`src/rtl/core/sbd_pkg.sv`:
```
// ============================================================================
// sbd_pkg: shared types and constants of the supersample box downsampler
// Holds the configuration register map, fixed field widths and the tag
// that travels with each finished block sum from the front to the back.
// ============================================================================
package sbd_pkg;

    localparam int SUM_W        = 22;
    localparam int AVG_W        = 16;
    localparam int OUT_DATA_W   = 3 * AVG_W;
    localparam int FX_W         = 5;
    localparam int FSQ_W        = 2 * FX_W;
    localparam int DIV_W        = 9;
    localparam int ROW_W        = 10;
    localparam int HT_W         = 11;
    localparam int HEIGHT_LIMIT = 1024;
    localparam int FACTOR_W     = 4;
    localparam int WIDTH_W      = 11;
    localparam int CFG_IDX_W    = 2;
    localparam int CFG_DATA_W   = 11;
    localparam int QUEUE_DEPTH  = 4;
    localparam int QCNT_W       = $clog2(QUEUE_DEPTH + 1);

    localparam logic [CFG_IDX_W-1:0] REG_FACTOR     = 2'd0;
    localparam logic [CFG_IDX_W-1:0] REG_OUT_WIDTH  = 2'd1;
    localparam logic [CFG_IDX_W-1:0] REG_OUT_HEIGHT = 2'd2;

    localparam logic [FACTOR_W-1:0] FACTOR_RST = 4'd1;
    localparam logic [WIDTH_W-1:0]  WIDTH_RST  = 11'd640;
    localparam logic [WIDTH_W-1:0]  HEIGHT_RST = 11'd480;

    typedef struct packed {
        logic [FACTOR_W-1:0] factor;
        logic [WIDTH_W-1:0]  out_width;
        logic [WIDTH_W-1:0]  out_height;
    } sbd_cfg_t;

    typedef struct packed {
        logic [DIV_W-1:0] divisor;
        logic             row_end;
        logic             frame_end;
    } sbd_tag_t;

endpackage

```
`src/rtl/core/sbd_back.sv`:
```
// ============================================================================
// sbd_back: dividing back end of the box downsampler
// Divides each block sum by factor squared with a bit-serial restoring
// divider, saturates the averages and holds them in the output register.
// ============================================================================
module sbd_back
    import sbd_pkg::*;
#(
    parameter int SAMPLE_BITS = 16,
    localparam int STORE_W = (SAMPLE_BITS > SUM_W) ? SAMPLE_BITS : SUM_W
)
(
    input  logic                  clk,
    input  logic                  rst_n,
    input  logic                  q_valid,
    output logic                  q_pop,
    input  logic [3*STORE_W-1:0]  q_sums,
    input  sbd_tag_t              q_tag,
    output logic                  m_tvalid,
    input  logic                  m_tready,
    output logic [OUT_DATA_W-1:0] m_tdata,
    output logic                  m_tlast,
    output logic                  m_tuser
);

    localparam int STEP_W = $clog2(STORE_W);
    localparam logic [STORE_W-1:0] MAXV = STORE_W'((64'd1 << SAMPLE_BITS) - 64'd1);

    localparam logic [1:0] ST_IDLE = 2'd0;
    localparam logic [1:0] ST_DIV  = 2'd1;
    localparam logic [1:0] ST_HOLD = 2'd2;

    logic [1:0]        state_reg, state_next;
    logic [STEP_W-1:0] step_reg, step_next;
    logic [STORE_W-1:0] quo_reg [3];
    logic [STORE_W-1:0] quo_next [3];
    logic [DIV_W-1:0]   rem_reg [3];
    logic [DIV_W-1:0]   rem_next [3];
    sbd_tag_t          tag_reg, tag_next;

    logic                  out_valid_reg, out_valid_next;
    logic [OUT_DATA_W-1:0] out_data_reg, out_data_next;
    logic                  out_last_reg, out_last_next;
    logic                  out_user_reg, out_user_next;
    logic                  load_out;

    always_comb
    begin
        logic [DIV_W:0]     rs;
        logic               ge;
        logic [STORE_W-1:0] sat;
        rs             = '0;
        ge             = 1'b0;
        sat            = '0;
        state_next     = state_reg;
        step_next      = step_reg;
        tag_next       = tag_reg;
        q_pop          = 1'b0;
        load_out       = 1'b0;
        out_data_next  = out_data_reg;
        out_last_next  = out_last_reg;
        out_user_next  = out_user_reg;
        for (int i = 0; i < 3; i++)
        begin
            quo_next[i] = quo_reg[i];
            rem_next[i] = rem_reg[i];
        end
        case (state_reg)
            ST_IDLE:
            begin
                if (q_valid)
                begin
                    q_pop     = 1'b1;
                    tag_next  = q_tag;
                    step_next = '0;
                    for (int i = 0; i < 3; i++)
                    begin
                        quo_next[i] = q_sums[i*STORE_W +: STORE_W];
                        rem_next[i] = '0;
                    end
                    state_next = ST_DIV;
                end
            end
            ST_DIV:
            begin
                for (int i = 0; i < 3; i++)
                begin
                    rs = {rem_reg[i], quo_reg[i][STORE_W-1]};
                    ge = rs >= {1'b0, tag_reg.divisor};
                    rem_next[i] = ge ? DIV_W'(rs - {1'b0, tag_reg.divisor}) : DIV_W'(rs);
                    quo_next[i] = {quo_reg[i][STORE_W-2:0], ge};
                end
                step_next = step_reg + STEP_W'(1);
                if (step_reg == STEP_W'(STORE_W - 1))
                begin
                    state_next = ST_HOLD;
                end
            end
            ST_HOLD:
            begin
                if (!out_valid_reg || m_tready)
                begin
                    load_out = 1'b1;
                    for (int i = 0; i < 3; i++)
                    begin
                        sat = ((quo_reg[i] >> SAMPLE_BITS) != '0) ? MAXV : quo_reg[i];
                        out_data_next[i*AVG_W +: AVG_W] = AVG_W'(sat);
                    end
                    out_last_next = tag_reg.row_end;
                    out_user_next = tag_reg.frame_end;
                    state_next    = ST_IDLE;
                end
            end
            default:
            begin
                state_next = ST_IDLE;
            end
        endcase
        out_valid_next = load_out || (out_valid_reg && !m_tready);
    end

    assign m_tvalid = out_valid_reg;
    assign m_tdata  = out_data_reg;
    assign m_tlast  = out_last_reg;
    assign m_tuser  = out_user_reg;

    always_ff @(posedge clk or negedge rst_n)
    begin
        if (!rst_n)
        begin
            state_reg     <= ST_IDLE;
            step_reg      <= '0;
            out_valid_reg <= 1'b0;
        end
        else
        begin
            state_reg     <= state_next;
            step_reg      <= step_next;
            out_valid_reg <= out_valid_next;
        end
    end

    always_ff @(posedge clk)
    begin
        for (int i = 0; i < 3; i++)
        begin
            quo_reg[i] <= quo_next[i];
            rem_reg[i] <= rem_next[i];
        end
        tag_reg      <= tag_next;
        out_data_reg <= out_data_next;
        out_last_reg <= out_last_next;
        out_user_reg <= out_user_next;
    end

endmodule

```
`config.mk`:
```
export PLATFORM = sky130hd
export DESIGN_NAME = sbd_back
export DESIGN_NICKNAME = d
export VERILOG_FILES = /design/src/rtl/core/sbd_pkg.sv /design/src/rtl/core/sbd_back.sv
export SDC_FILE = /design/constraint.sdc
export NUM_CORES = 1
export LEC_CHECK = 0
export ABC_AREA = 1
export BUFFER_PORTS_ARGS = -buffer_cell sky130_fd_sc_hd__buf_2
export CELL_PAD_IN_SITES_DETAIL_PLACEMENT = 1
export CELL_PAD_IN_SITES_GLOBAL_PLACEMENT = 2
export CORE_MARGIN = 2
export CORE_UTILIZATION = 35
export DETAILED_ROUTE_END_ITERATION = 8
export PLACE_DENSITY = 0.84
export REMOVE_ABC_BUFFERS = 1
export SETUP_SLACK_MARGIN = 0.02
export SLEW_MARGIN = 15
export SYNTH_ARGS = -nofsm -noshare
export SYNTH_HDL_FRONTEND = slang
export SYNTH_SLANG_ARGS = --single-unit
```
`constraint.sdc`:
```
create_clock -name clk -period 4.6 [get_ports clk]
set_clock_uncertainty 0.15 [all_clocks]
set_input_delay 0.46 -clock clk [delete_from_list [all_inputs] [get_ports clk]]
set_output_delay 0.46 -clock clk [all_outputs]
set_load 0.005 [all_outputs]
```
# After elaboration in Yosys (flattened, before gate mapping)
# Memory sizes are Yosys's and may differ from the RTL's.
# Index checks and enable logic that the tools add are counted.
# Widths: inputs -> output; s select.
dict set report op_classes {
  n_addsub 4
  order_cmp 3
  n_eq_ne 6
  n_mux 17
  reduce_logical 14
}
# op n
set op_table {}
lappend op_table {{$pmux 66 s2} 1}
lappend op_table {{$mux 66} 1}
lappend op_table {{$reduce_bool 22->1} 3}
lappend op_table {{$pmux 27 s2} 1}
lappend op_table {{$ge 10x9->1} 3}
lappend op_table {{$mux 27} 1}
lappend op_table {{$mux 9} 3}
lappend op_table {{$sub 9x9->9} 3}
lappend op_table {{$pmux 5 s2} 1}
lappend op_table {{$mux 2} 3}
lappend op_table {{$ne 2x2->1 const B} 3}
lappend op_table {{$pmux 2 s3} 1}
lappend op_table {{$reduce_and 2->1} 3}
lappend op_table {{$add 5x1->5 const B} 1}
lappend op_table {{$eq 5x5->1 const B} 1}
lappend op_table {{$mux 5} 1}
lappend op_table {{$mux 1} 4}
lappend op_table {{$reduce_and 3->1} 1}
lappend op_table {{$eq 2x1->1 const B} 1}
lappend op_table {{$eq 2x2->1 const B} 1}
lappend op_table {{$logic_not 1->1} 2}
lappend op_table {{$logic_not 2->1} 1}
lappend op_table {{$logic_or 1x1->1} 2}
lappend op_table {{$reduce_bool 2->1} 1}
lappend op_table {{$logic_and 1x1->1} 1}
dict set report totals {
  reg_bits 69
  ram_bits 93
  inputBits 81
  output_inout_bits 52
  elab_cells 57
  n_memories 2
}
# name words word_bits read_ports rd_ports_with_merged_regs wr line_no
set memory_table {}
lappend memory_table {quo_reg 3 22 3 0 3 sbd_back.sv:35} ;# logic [STORE_W-1:0] quo_reg [3];
lappend memory_table {rem_reg 3 9 3 0 3 sbd_back.sv:37} ;# logic [DIV_W-1:0] rem_reg [3];

# Logic depth before layout (Yosys ltp)
dict set report depth {
  word_depth 5
  mapped_depth 14
  ltp_nobuf 14
}

# Worst setup path after synthesis
# Ideal clock, no wire load.
dict set report synth_timing {
  kind {register -> register}
  startpoint {register, netlist name state_reg[0]}
  endpoint {memory quo_reg[0][0] (netlist name) (enable)}
  setup_time_ns 0.448
  arrival_ns 2.800
  t_required_ns 4.002
  setup_slack_ns 1.202
  stages_incl_launch_ff 6
  n_path_buf 0
  period_less_slack_ns 3.398
  path_cell_list {dfrtp_1 > nor2_1 > nand2_1 > inv_1 > nor2_1 > inv_1}
}
# item line_no
set synth_rtl {}
lappend synth_rtl {{end: declaration} sbd_back.sv:35}

==> metrics.csv <==
stage,metric,value,unit
outcome,status,completed,
finish,most frequent cells in the layout,"299 x nand2_1, 154 x edfxtp_1, 134 x inv_1",
worst_setup_path,cell mode on critical path,inv_1,
cts,# hold bufs at CTS,1,
finish,fraction of layout cells with a size suffix above 1,0.185,
pwr,peak supply drop,279,uV
finish,Nets,1119,
routing,vias post-DR,6152,
pwr,Comb pwr share,0.401,
timing,post-route minimum period,2990,ps
floorplan,Die W,157,um
finish,Largest register FFs,66,
cts,insertion delay to the later sink of the worst-skew pair,430,ps
grt,number of global-route vias before repair,6566,
worst_setup_path,WP buf/inv,5,
timing,Final period util,0.651,
timing,Final Max Slew Viols,0,
finish,area grow syn2layout,19.4,%
synth,Mapped Area,8170,um^2
routing,post-route ant nets,0,
pwr,total chip power,6820,uW
worst_hold_path,Hold Path Class,primary input to flip-flop,
placement,IO buf count,132,
finish,Final Non-Filler Cells,1334,
routing,Remaining DRCs,0,
routing,drt total wl,21000,um
placement,placed cell count,1299,
grt,largest net degree at the start of global routing,71,
grt,GRT Overall Usage,0.180,
timing,actual slew at the worst max-slew pin,1090,ps
pwr,Pwr Density,699,nW/um^2
synth,YS warnings,0,
pwr,switching share of total power,0.400,
worst_setup_path,startpoint types,flip-flop,
timing,final hold slack,56.0,ps
worst_setup_path,Crit Path Max Fanout,58,
finish,post-layout util,0.428,
worst_setup_path,Reg-to-Reg Start,state_reg[1],
cts,CTS H-tree lvls,4,
worst_setup_path,R2R Path End,rem_reg[0][0],
routing,initial DRC count,250,
synth,"Top FF cell, synth",edfxtp_1,
floorplan,IO Count,133,
cts,post-cts sizing count,0,
grt,first-pass GRT wire length,34100,um
synth,share of the synthesized area in the top cell type,0.566,
pwr,sequential share of power,0.389,
synth,Cells after Synth,872,
timing,Final Setup Violations,0,
floorplan,# rows,55,
worst_setup_path,Crit path max-delay family,buffers and inverters,
routing,wire length per cell,15.8,um
synth,Netlist cell types,36,
grt,gr ovfl total,0,
synth,Post-synth EDFFs,154,
worst_setup_path,crit path DAT,2950,ps
placement,post-detail-place hpwl,15300,um
cts,# Post-CTS Setup Buffers,0,
pwr,Pint,4090,uW
timing,final hold violation count,0,
pwr,Clk pwr share,0.209,
floorplan,die footprint,24600,um^2
routing,drt pass-1 iters,4,
synth,register bit total from synthesis,162,
worst_setup_path,reg2reg path depth,7,
placement,final RePlAce weighted congestion,0.757,
worst_hold_path,hold_sp,q_tag[4],
pwr,Leak Pwr,0.00441,uW
floorplan,Initial Util,0.359,
cts,clock root cell,clkbuf_16,
grt,initial antenna violation count,6,
timing,fmax,334,MHz
run,maxcap violations,0,
worst_setup_path,Setup CP Type,flip-flop to flip-flop,
timing,RSZ-0062 raised after global routing,false,
worst_hold_path,Hold Path Cell Cnt,1,
cts,"Clk pin slew, worst setup/hold paths",70,ps
worst_setup_path,CP max-delay cell,inv_4,
cts,CTS buffer count,17,
worst_setup_path,FF-to-FF setup slack,1610,ps
synth,"top cells by area, synth","edfxtp_1 57%, nand2_1 14%, inv_1 6.2%, ha_1 4.4%, nor2_1 3.4%",
worst_setup_path,worst-path cell chain,"inv_1, nand2_4, inv_1, buf_4, nor2_1, inv_4, buf_12",
worst_setup_path,CP Data Required Time,4560,ps
floorplan,core area,22800,um^2
cts,CTS tree,built,
synth,register area share after synthesis,0.590,
worst_setup_path,CP endpoint kind,flip-flop,
timing,Max-slew headroom,0.270,
synth,Mean Syn Cell Area,9.37,um^2
floorplan,die height,157,um
pwr,Sw Pwr,2730,uW
timing,total negative slack,0,ps
cts,clock sinks,162,
synth,share of synthesized flip-flops with an asynchronous set or reset,0.0494,
cts,clk buf depth,2,
routing,vias per cell,4.61,
worst_setup_path,crit-path max cell delay,610,ps
finish,"commonest non-fill, non-tap cell in the layout",nand2_1,
synth,leading area contributor after synthesis,edfxtp_1,
worst_hold_path,Worst Hold Endpoint,tag_reg[4],
==> per-layer routing <==
metal	vias to the layer above	part of all wire	track usage
met2	119	0.47	0.286
met4	6	0.014	0.0537
met5	-	0.0020	0
met1	2927	0.45	0.233
met3	24	0.064	0.0615
li1	3076	-	-
==> power groups by stage <==
stage | sequential [uW] | clock (uW) | combinational, uW
2_1_floorplan | 2620 | 0 | 2020
3_3_place_gp | 2670 | 0 | 2650
3_5_place_dp | 2690 | 0 | 2760
4_1_cts | 2660 | 1460 | 2800
5_1_grt | 2720 | 1510 | 3200
6_report | 2650 | 1430 | 2740
==> final cells by class <==
type	count	area (um^2)
clock inverter	14	161
multi-input combinational	551	2710
fill	2686	13000
sequential	162	4820
clock buffer	18	429
inverter	136	513
tap	313	392
timing repair buffer	138	721
antenna	2	5.00
==> worst register-to-register path, stage by stage (launching register included) <==
cell	delay, ps
dfrtp_1	380
inv_1	110
nand2_4	300
inv_1	140
buf_4	400
nor2_1	210
inv_4	610
buf_12	370
==> logic make-up (layout without fill, tap and decap cells) <==
logic type / count (synthesis) / after routing / synth area share
XOR/XNOR: 11 / 11 / 0.0118
AND/OR/NAND/NOR: 430 / 430 / 0.215
adder cells (fa/ha/maj): 32 / 32 / 0.0518
other: 0 / 2 / 0
AO/OA/AOI/OAI: 78 / 78 / 0.0510
flip-flops: 162 / 162 / 0.590
buffers and inverters: 159 / 306 / 0.0798
==> worst max path at each step <==
stage	start	end	slack, ps	cells after the start
6_report	state_reg[1]	rem_reg[0][0]	1610	7
5_1_grt	state_reg[1]	rem_reg[0][12]	1350	7
4_1_cts	state_reg[1]	rem_reg[0][24]	1530	7
3_5_place_dp	state_reg[1]	rem_reg[0][1]	1540	7
3_3_place_gp	state_reg[1]	rem_reg[0][1]	1590	7
2_1_floorplan	state_reg[1]	quo_reg[0][0]	-210	5
==> cell usage after synthesis (2+ instances only) <==
master	n
nand2_2	4
fa_1	3
clkbuf_1	9
o21bai_1	5
o21ai_0	56
nand3_2	2
buf_6	3
nand4_1	4
xor2_1	8
edfxtp_1	154
o22ai_1	2
nor2_2	5
nor3b_2	3
xnor2_1	3
inv_1	135
nor3_1	3
buf_4	3
buf_1	3
nand3_1	26
a21oi_1	8
dfrtp_1	8
buf_2	4
nand2_1	299
nand3b_1	3
o21ai_1	4
nor2_1	75
ha_1	29
nor4_1	3
==> per-stage QoR <==
stage | worst slack, ps | area (um^2)
2_1_floorplan | -213 | 8030
3_3_place_gp | 1590 | 9150
3_5_place_dp | 1540 | 9150
4_1_cts | 1530 | 9750
5_1_grt | 1350 | 9750
6_report | 1610 | 9750
(Power assumes the default switching activity.)
