--- config.mk ---
export PLATFORM = sky130hd
export DESIGN_NAME = sbd_queue
export DESIGN_NICKNAME = d
export VERILOG_FILES = /design/src/rtl/core/sbd_pkg.sv /design/src/rtl/core/sbd_queue.sv
export SDC_FILE = /design/constraint.sdc
export NUM_CORES = 1
export LEC_CHECK = 0
export ABC_AREA = 0
export BUFFER_PORTS_ARGS = -buffer_cell sky130_fd_sc_hd__buf_4
export CORE_UTILIZATION = 60
export CTS_BUF_LIST = sky130_fd_sc_hd__clkbuf_8
export CTS_CLUSTER_DIAMETER = 60
export DETAILED_ROUTE_END_ITERATION = 7
export GPL_TIMING_DRIVEN = 0
export PLACE_DENSITY = 0.83
export SLEW_MARGIN = 10
export SYNTH_ARGS = -nofsm -noshare
export SYNTH_HDL_FRONTEND = slang
export SYNTH_SLANG_ARGS = --single-unit
--- constraint.sdc ---
create_clock -name clk -period 3.8 [get_ports clk]
set_input_delay 0.57 -clock clk [delete_from_list [all_inputs] [get_ports clk]]
set_output_delay 0.57 -clock clk [all_outputs]
set_load 0.005 [all_outputs]
--- src/rtl/core/sbd_pkg.sv ---
// ============================================================================
// sbd_pkg: shared types and constants of the supersample box downsampler
// Holds the configuration register map, fixed field widths and the tag
// that travels with each finished block sum from the front to the back.
// ============================================================================
package sbd_pkg;

    localparam int SUM_W        = 22;
    localparam int AVG_W        = 16;
    localparam int OUT_DATA_W   = 3 * AVG_W;
    localparam int FX_W         = 5;
    localparam int FSQ_W        = 2 * FX_W;
    localparam int DIV_W        = 9;
    localparam int ROW_W        = 10;
    localparam int HT_W         = 11;
    localparam int HEIGHT_LIMIT = 1024;
    localparam int FACTOR_W     = 4;
    localparam int WIDTH_W      = 11;
    localparam int CFG_IDX_W    = 2;
    localparam int CFG_DATA_W   = 11;
    localparam int QUEUE_DEPTH  = 4;
    localparam int QCNT_W       = $clog2(QUEUE_DEPTH + 1);

    localparam logic [CFG_IDX_W-1:0] REG_FACTOR     = 2'd0;
    localparam logic [CFG_IDX_W-1:0] REG_OUT_WIDTH  = 2'd1;
    localparam logic [CFG_IDX_W-1:0] REG_OUT_HEIGHT = 2'd2;

    localparam logic [FACTOR_W-1:0] FACTOR_RST = 4'd1;
    localparam logic [WIDTH_W-1:0]  WIDTH_RST  = 11'd640;
    localparam logic [WIDTH_W-1:0]  HEIGHT_RST = 11'd480;

    typedef struct packed {
        logic [FACTOR_W-1:0] factor;
        logic [WIDTH_W-1:0]  out_width;
        logic [WIDTH_W-1:0]  out_height;
    } sbd_cfg_t;

    typedef struct packed {
        logic [DIV_W-1:0] divisor;
        logic             row_end;
        logic             frame_end;
    } sbd_tag_t;

endpackage

--- src/rtl/core/sbd_queue.sv ---
// ============================================================================
// sbd_queue: small first-in first-out queue
// Decouples the sample front end from the dividing back end.
// ============================================================================
module sbd_queue
    import sbd_pkg::*;
#(
    parameter int WIDTH = 8,
    parameter int DEPTH = 4,
    localparam int CNT_W = $clog2(DEPTH + 1)
)
(
    input  logic             clk,
    input  logic             rst_n,
    input  logic             push,
    input  logic [WIDTH-1:0] wdata,
    input  logic             pop,
    output logic [WIDTH-1:0] rdata,
    output logic             valid,
    output logic [CNT_W-1:0] free
);

    localparam int PTR_W = (DEPTH > 1) ? $clog2(DEPTH) : 1;

    logic [WIDTH-1:0] entry_reg [DEPTH];
    logic [PTR_W-1:0] wr_ptr_reg, wr_ptr_next;
    logic [PTR_W-1:0] rd_ptr_reg, rd_ptr_next;
    logic [CNT_W-1:0] count_reg, count_next;

    assign valid = (count_reg != '0);
    assign free  = CNT_W'(DEPTH) - count_reg;
    assign rdata = entry_reg[rd_ptr_reg];

    always_comb
    begin
        wr_ptr_next = wr_ptr_reg;
        rd_ptr_next = rd_ptr_reg;
        count_next  = count_reg;
        if (push)
        begin
            wr_ptr_next = (wr_ptr_reg == PTR_W'(DEPTH - 1)) ? '0 : wr_ptr_reg + PTR_W'(1);
        end
        if (pop)
        begin
            rd_ptr_next = (rd_ptr_reg == PTR_W'(DEPTH - 1)) ? '0 : rd_ptr_reg + PTR_W'(1);
        end
        if (push && !pop)
        begin
            count_next = count_reg + CNT_W'(1);
        end
        else if (pop && !push)
        begin
            count_next = count_reg - CNT_W'(1);
        end
    end

    always_ff @(posedge clk or negedge rst_n)
    begin
        if (!rst_n)
        begin
            wr_ptr_reg <= '0;
            rd_ptr_reg <= '0;
            count_reg  <= '0;
        end
        else
        begin
            wr_ptr_reg <= wr_ptr_next;
            rd_ptr_reg <= rd_ptr_next;
            count_reg  <= count_next;
        end
    end

    always_ff @(posedge clk)
    begin
        if (push)
        begin
            entry_reg[wr_ptr_reg] <= wdata;
        end
    end

endmodule

# Word level (Yosys, flattened, before mapping)
# Memory sizes are Yosys's and may differ from the RTL's.
# Cells that the tools add are included.
# classes
n_reduce_logical,6
eq_ne,2
multipliers,0
magnitude_cmp,0
n_shift,0
n_div,0
muxes,6
add_sub_neg,5
bitwise,0
# ops
cell,count
$mux W3,2
$add A2 B1 Y2 const B,2
$eq A2 B2 Y1 const B,2
$mux W2,2
$add A3 B1 Y3 const B,1
$reduce_bool A3 Y1,1
$sub A3 B1 Y3 const B,1
$sub A3 B3 Y3 const A,1
$logic_and A1 B1 Y1,2
$logic_not A1 Y1,2
$mux W1,2
$reduce_bool A2 Y1,1
# word_totals
output_inout_bits,12
rom_bits,0
memories,1
ram_bits,32
ff_bits,7
latchBits,0
wordCells,23
# memory_table
memory,depth,word_bits,rd,rd_clocked_by_memory_dff,write_ports,line_no,source
entry_reg,4,8,1,0,1,sbd_queue.sv:25,logic [WIDTH-1:0] entry_reg [DEPTH];

# Logic depth before layout (Yosys ltp)
# Gate-level depths: netlist of run 1.
# logic_depth
ltp_word,4
ltp_mapped,7

# Worst setup path after synthesis of run 1
# Ideal clock, no wire load.
# synth_timing
kind,input port to flip-flop
start,input port pop
end,register count_reg[2]
arrival_ps,1599
required_time_ps,3720
setup_slack_ps,2121
cell_stages,7
path_buffers,0
path_cell_list,inv_1 > ha_1 > inv_1 > fa_1 > xor2_1 > nor2_1 > xnor2_1
# synth_via
elab_chain_len,3
# synth_lines
item,line_no,source
from (decl),sbd_queue.sv:17,"input logic pop,"
$logic_not A1 Y1,sbd_queue.sv:47,if (push && !pop)
$logic_and A1 B1 Y1,sbd_queue.sv:47,
$mux W3 / $reduce_bool A2 Y1 (equally long branches),n/a,
to (signal assigned),sbd_queue.sv:69,count_reg <= count_next;
to (decl),sbd_queue.sv:28,"logic [CNT_W-1:0] count_reg, count_next;"
# Parallel ways exist; a longest one is shown, timed or not.
# A chain may end at the register's enable or synchronous reset.

# Worst setup path in the final report of run 1
# layout_timing
start,register rd_ptr_reg[0]
end,output port rdata[0]
# layout_via
elab_chain_len,1
# layout_lines
item,line_no,source
from (decl),sbd_queue.sv:27,"logic [PTR_W-1:0] rd_ptr_reg, rd_ptr_next;"
from (signal assigned),sbd_queue.sv:68,rd_ptr_reg <= rd_ptr_next;
$mem_v2 Z4 W8,n/a,
to (decl),sbd_queue.sv:18,"output logic [WIDTH-1:0] rdata,"
# Every way passes these cells.

==> impl_metrics.json, run 1 <==
{
  "outcome": "completed",
  "tritoncts": "done",
  "antenna_found_initial": 0,
  "worst-path-max-fanout": 10,
  "critPathLaunchType": "flip-flop",
  "grt_use_total": 0.219,
  "finalCritPeriodShare": 0.554,
  "tightest_slew_ns": 0.446,
  "post-cts-setup-buffer-count": 0,
  "vias_per_cell": 5.44,
  "via_count": 794,
  "largest_reg_flops": 32,
  "avgSynthCellArea_um2": 18.9,
  "vdd_drop_max_mv": 0.535,
  "ys.flop_type": "edfxtp_1",
  "synth_top_area_frac": 0.598,
  "path_class": "reg -> out",
  "root_buffer": "clkbuf_8",
  "die_y_um": 53.7,
  "first_pass_iters": 4,
  "start_util": 0.643,
  "die_area_um2": 2890,
  "dp_hpwl_um": 1820,
  "end_kind": "primary output",
  "cts_buffers": 5,
  "cts_resized": 0,
  "synth-edff-count": 32,
  "wirelength_um": 2590,
  "drtIter0Drc": 14,
  "power_leakage_nw": 0.761,
  "grt_pass1_vias": 779,
  "clock_skew_ns": 0.00861,
  "synthArstFlopShare": 0.179,
  "die_x_um": 53.7,
  "final.setup.tns_ns": 0,
  "gr-total-overflow": 0,
  "cap_violations": 0,
  "globalplace.congestion": 0.639,
  "hold_viol": 0,
  "critPathArrivalTime_ns": 1.53,
  "synth_nets": 106,
  "max-clock-path-buffers": 2,
  "htree_num_levels": 2,
  "postCtsHoldBufs": 0,
  "synth-seq-cells": 39,
  "io_pins": 24,
  "setup-violations-final": 0,
  "yosysTopAreaCell": "edfxtp_1",
  "cts.reportedPaths.clkPinSlew_ns": 0.08,
  "netlist_instances": 85,
  "areaGrowthSynthToFinish_pct": 20.2,
  "core_um2": 2500,
  "cp_data_required_time_ns": 3.23,
  "drc_errors": 0,
  "drt-wirelength-per-cell_um": 17.7,
  "grt_pass1_wl_um": 3910,
  "slew_headroom": 0.703,
  "slowest_stage": "mux4_2",
  "ys_seq_area_frac": 0.707,
  "num_rows": 18,
  "yosysMostFrequentCell": "edfxtp_1",
  "antenna_cells": 0,
  "layout-drive-gt1-share": 0.388,
  "period_needed_ns": 2.10,
  "synthTopCellsByCount": "32 x edfxtp_1, 9 x inv_1, 8 x ha_1, 8 x mux4_2, 7 x dfrtp_1",
  "ys_types": 18,
  "syn-cell-area_um2": 1610,
  "path_cells": "buf_6 > mux4_2 > buf_4",
  "final_core_util": 0.773,
  "power_density_nw_per_um2": 741,
  "cp_top_family": "multiplexers",
  "cts.sink_count": 39,
  "max_stage_delay_ns": 0.54,
  "nets": 136,
  "grt_max_degree": 15,
  "fin_ws_ns": 1.70,
  "hold_path_class": "in -> async",
  "ys_warn_count": 0,
  "insertion_delay_ns": 0.29,
  "synth.area.top_cells": "edfxtp_1 60%, mux4_2 11%, dfrtp_1 11%",
  "post-place-ws_ns": 1.80,
  "fmax_mhz": 475,
  "rsz0062_at_grt": "false",
  "ant_nets": 0,
  "slew_violations": 0,
  "io_buffer_count": 23,
  "crit_buf_inv": 2
}
## layout make-up
type | instances | area [um^2]
multi-input cells | 34 | 413
flip-flops and latches | 39 | 1140
well taps | 30 | 37.5
inverters | 9 | 33.8
repair buffers | 23 | 173
plain buffers | 3 | 23.8
clock inverters | 3 | 46.3
clock buffers | 5 | 68.8
fillers | 144 | 568
## through the flow
stage	instance area (um^2)	instances	power [mW]	hold WS, ns
finish	1930	146	1.43	0.0722
global placement	1820	138	1.07	0.389
global route	1930	146	1.51	0.0653
floorplan	1610	85	0.890	0.274
detailed placement	1820	138	1.10	0.391
CTS	1930	146	1.45	0.0637
## kinds of logic after synthesis
family                     synth area share
AOI/OAI and AO/OA                    0.0117
xor gates and xnor gates             0.0164
adders and majority gates            0.0748
buffers and inverters                0.0358
DFF                                   0.707
muxes                                 0.126
and+or+nand+nor                      0.0280
## power breakdown
part / internal (mW) / switching (mW) / leakage [nW] / total [mW]
combinational: 0.270 / 0.206 / 0.329 / 0.476
clock: 0.198 / 0.153 / 0.0548 / 0.350
sequential: 0.562 / 0.0443 / 0.377 / 0.606
## per-layer routing
metal / wire length [um] / track usage / share of wire
met1: 1110 / 0.271 / 0.43
met2: 1280 / 0.317 / 0.50
met5: 0 / 0 / 0
met3: 133 / 0.0904 / 0.051
met4: 59 / 0.136 / 0.023
## cells in the final DEF (no fill, tap or decap), drive strengths merged
master and n:
mux4 8, and2 4, edfxtp 32, nor2 2, fa 1, ha 8, xor2 1, dfrtp 7
clkbuf 5, buf 26, nor3 1, bufinv 1, o21ai 2, inv 10, mux2 2, clkinvlp 1
nand2 2, xnor2 2, a21o 1
## worst register-to-register path, cell delays in order, from the launching register on
cell and delay, ns:
dfrtp_1 0.45, fa_1 0.45, xor2_1 0.17, nor2_1 0.17
xnor2_1 0.14
## path summary, 6_finish.rpt
path	start	to	slack (ns)	cells after the start
max	rd_ptr_reg[0]	rdata[0]	1.70	3
min	rst_n	count_reg[2]	0.07	1
max reg2reg	count_reg[0]	count_reg[2]	2.36	4
min reg2reg	count_reg[2]	count_reg[2]	0.53	2
max in group asynchronous	rst_n	wr_ptr_reg[0]	3.60	1
min in group clk	wdata[4]	entry_reg[0][4]	0.47	1
Power figures use the tool's default switching activity.
==> run 2, diff against run 1 <==
CORE_UTILIZATION = 58   (was 60)
PLACE_DENSITY = 0.81   (was 0.83)
clock period = 2.1 ns   (was 3.8 ns; I/O delays follow)
==> impl_metrics.json, run 2 (synthesized netlist as in run 1, its figures left out) <==
{
  "internal_power_mw": 1.98,
  "core_um2": 2540,
  "critPathLaunchType": "flip-flop",
  "nets": 137,
  "post-cts-setup-buffer-count": 0,
  "tightest_slew_ns": 0.452,
  "wirelength_um": 2440,
  "slowest_stage": "mux4_2",
  "root_buffer": "clkbuf_8",
  "grt_use_met2": 0.333,
  "largest_reg_flops": 32,
  "period_needed_ns": 1.82,
  "die_x_um": 54.6,
  "cts.sink_count": 39,
  "die_area_um2": 2980,
  "power.share.switching": 0.262,
  "via_count": 808,
  "rsz0062_at_grt": "false",
  "path_class": "reg -> out",
  "dp_hpwl_um": 1660,
  "grt_pass1_vias": 833,
  "cts.reportedPaths.clkPinSlew_ns": 0.08,
  "outcome": "completed",
  "finalCritPeriodShare": 0.868,
  "cts_buffers": 5,
  "seq_power_share": 0.407,
  "final.setup.tns_ns": 0,
  "io_pins": 24,
  "p_sw_uw": 704,
  "die_y_um": 54.6,
  "gr-total-overflow": 0,
  "fillers": 144,
  "max-clock-path-buffers": 2,
  "cap_violations": 0,
  "power_density_nw_per_um2": 1370,
  "crit_buf_inv": 2,
  "htree_num_levels": 2,
  "vdd_drop_max_mv": 1.08,
  "use_met1": 0.231,
  "finish.instance_area_um2": 1960,
  "start_util": 0.631,
  "drt-wirelength-per-cell_um": 16.6,
  "grtUsageMet3": 0.0750,
  "grt_busiest_layer": "met2",
  "antenna_found_initial": 0,
  "globalplace.congestion": 0.663,
  "hold_viol": 0,
  "setup-violations-final": 0,
  "max_stage_delay_ns": 0.52,
  "hold_path_class": "in -> reg",
  "critPathArrivalTime_ns": 1.51,
  "io_buffer_count": 23,
  "cp_top_family": "multiplexers",
  "ant_nets": 0,
  "areaGrowthSynthToFinish_pct": 22.2,
  "grt_max_degree": 14,
  "slew_violations": 0,
  "placed_area_um2": 1820,
  "fmax_mhz": 549,
  "drc_errors": 0,
  "grt_use_total": 0.208,
  "antenna_cells": 0,
  "worst-path-max-fanout": 10,
  "drtIter0Drc": 17,
  "cp_data_required_time_ns": 1.78,
  "insertion_delay_ns": 0.29,
  "tritoncts": "done",
  "slew_headroom": 0.699,
  "combPwrFrac": 0.319,
  "clock_skew_ns": 0.00215,
  "vias_per_cell": 5.50,
  "final_common_cell": "edfxtp_1",
  "num_rows": 18,
  "layout-drive-gt1-share": 0.385,
  "end_kind": "primary output",
  "first_pass_iters": 4,
  "layout_common_cells": "32 x edfxtp_1, 24 x buf_4, 9 x inv_1",
  "path_cells": "buf_6 > mux4_2 > buf_4",
  "power_leakage_nw": 0.775,
  "grt_pass1_wl_um": 3790,
  "clock_power_share": 0.275
}
## run 2: changes by cell type in the layout (fill, tap and decap cells not counted)
cell,before,now
bufinv_16,1,2
inv_6,1,0
dlygate4sd3_1,0,1
## run 2: power by group through the flow
stage / Combinational, mW / Clock (mW) / Sequential, mW
after floorplan: 0.523 / 0 / 1.09
after global placement: 0.836 / 0 / 1.10
after detailed placement: 0.865 / 0 / 1.11
after CTS: 0.877 / 0.747 / 1.09
after global routing: 0.966 / 0.767 / 1.11
final: 0.855 / 0.737 / 1.09
## run 2: metal layers
| metal | wire [um] | part of all wire |
|---|---|---|
| met1 | 975 | 0.40 |
| met2 | 1290 | 0.53 |
| met3 | 107 | 0.044 |
| met4 | 68 | 0.028 |
| met5 | 0 | 0 |
## run 2: cell type report
class	count	area (um^2)	share of cell area
Sequential cell	39	1140	0.579
Multi-Input combinational cell	34	413	0.210
Timing Repair Buffer	24	183	0.0931
Clock buffer	5	68.8	0.0351
Clock inverter	3	67.6	0.0344
Tap cell	30	37.5	0.0191
Inverter	9	33.8	0.0172
Buffer	3	23.8	0.0121
## run 2: repair_timing
action | in CTS | in global routing
resized for setup | 0 | 0
hold buffers | 1 | 0
endpoints found under the hold margin | 7 | 0
## run 2: path summary, 6_finish.rpt
path / start / endpoint / cells after the start / slack (ns)
setup / recovery: rd_ptr_reg[0] / rdata[4] / 3 / 0.28
hold / removal: wdata[4] / entry_reg[0][4] / 1 / 0.22
setup reg to reg: wr_ptr_reg[1] / entry_reg[1][1] / 3 / 0.69
hold reg to reg: count_reg[2] / count_reg[2] / 2 / 0.55
max in group asynchronous: rst_n / rd_ptr_reg[0] / 2 / 1.61
min in group asynchronous: rst_n / count_reg[2] / 2 / 0.37
## run 2: per-stage QoR
step | utilization | power, mW | worst slack, ns | cells | hold slack (ns)
floorplan | - | 1.61 | 0.676 | 85 | 0.0194
detailed placement | 0.714 | 1.98 | 0.422 | 138 | 0.132
finish | 0.771 | 2.68 | 0.278 | 147 | 0.219
CTS | 0.771 | 2.72 | 0.248 | 147 | 0.209
global placement | 0.714 | 1.93 | 0.474 | 138 | 0.133
global route | 0.771 | 2.85 | 0.218 | 147 | 0.212
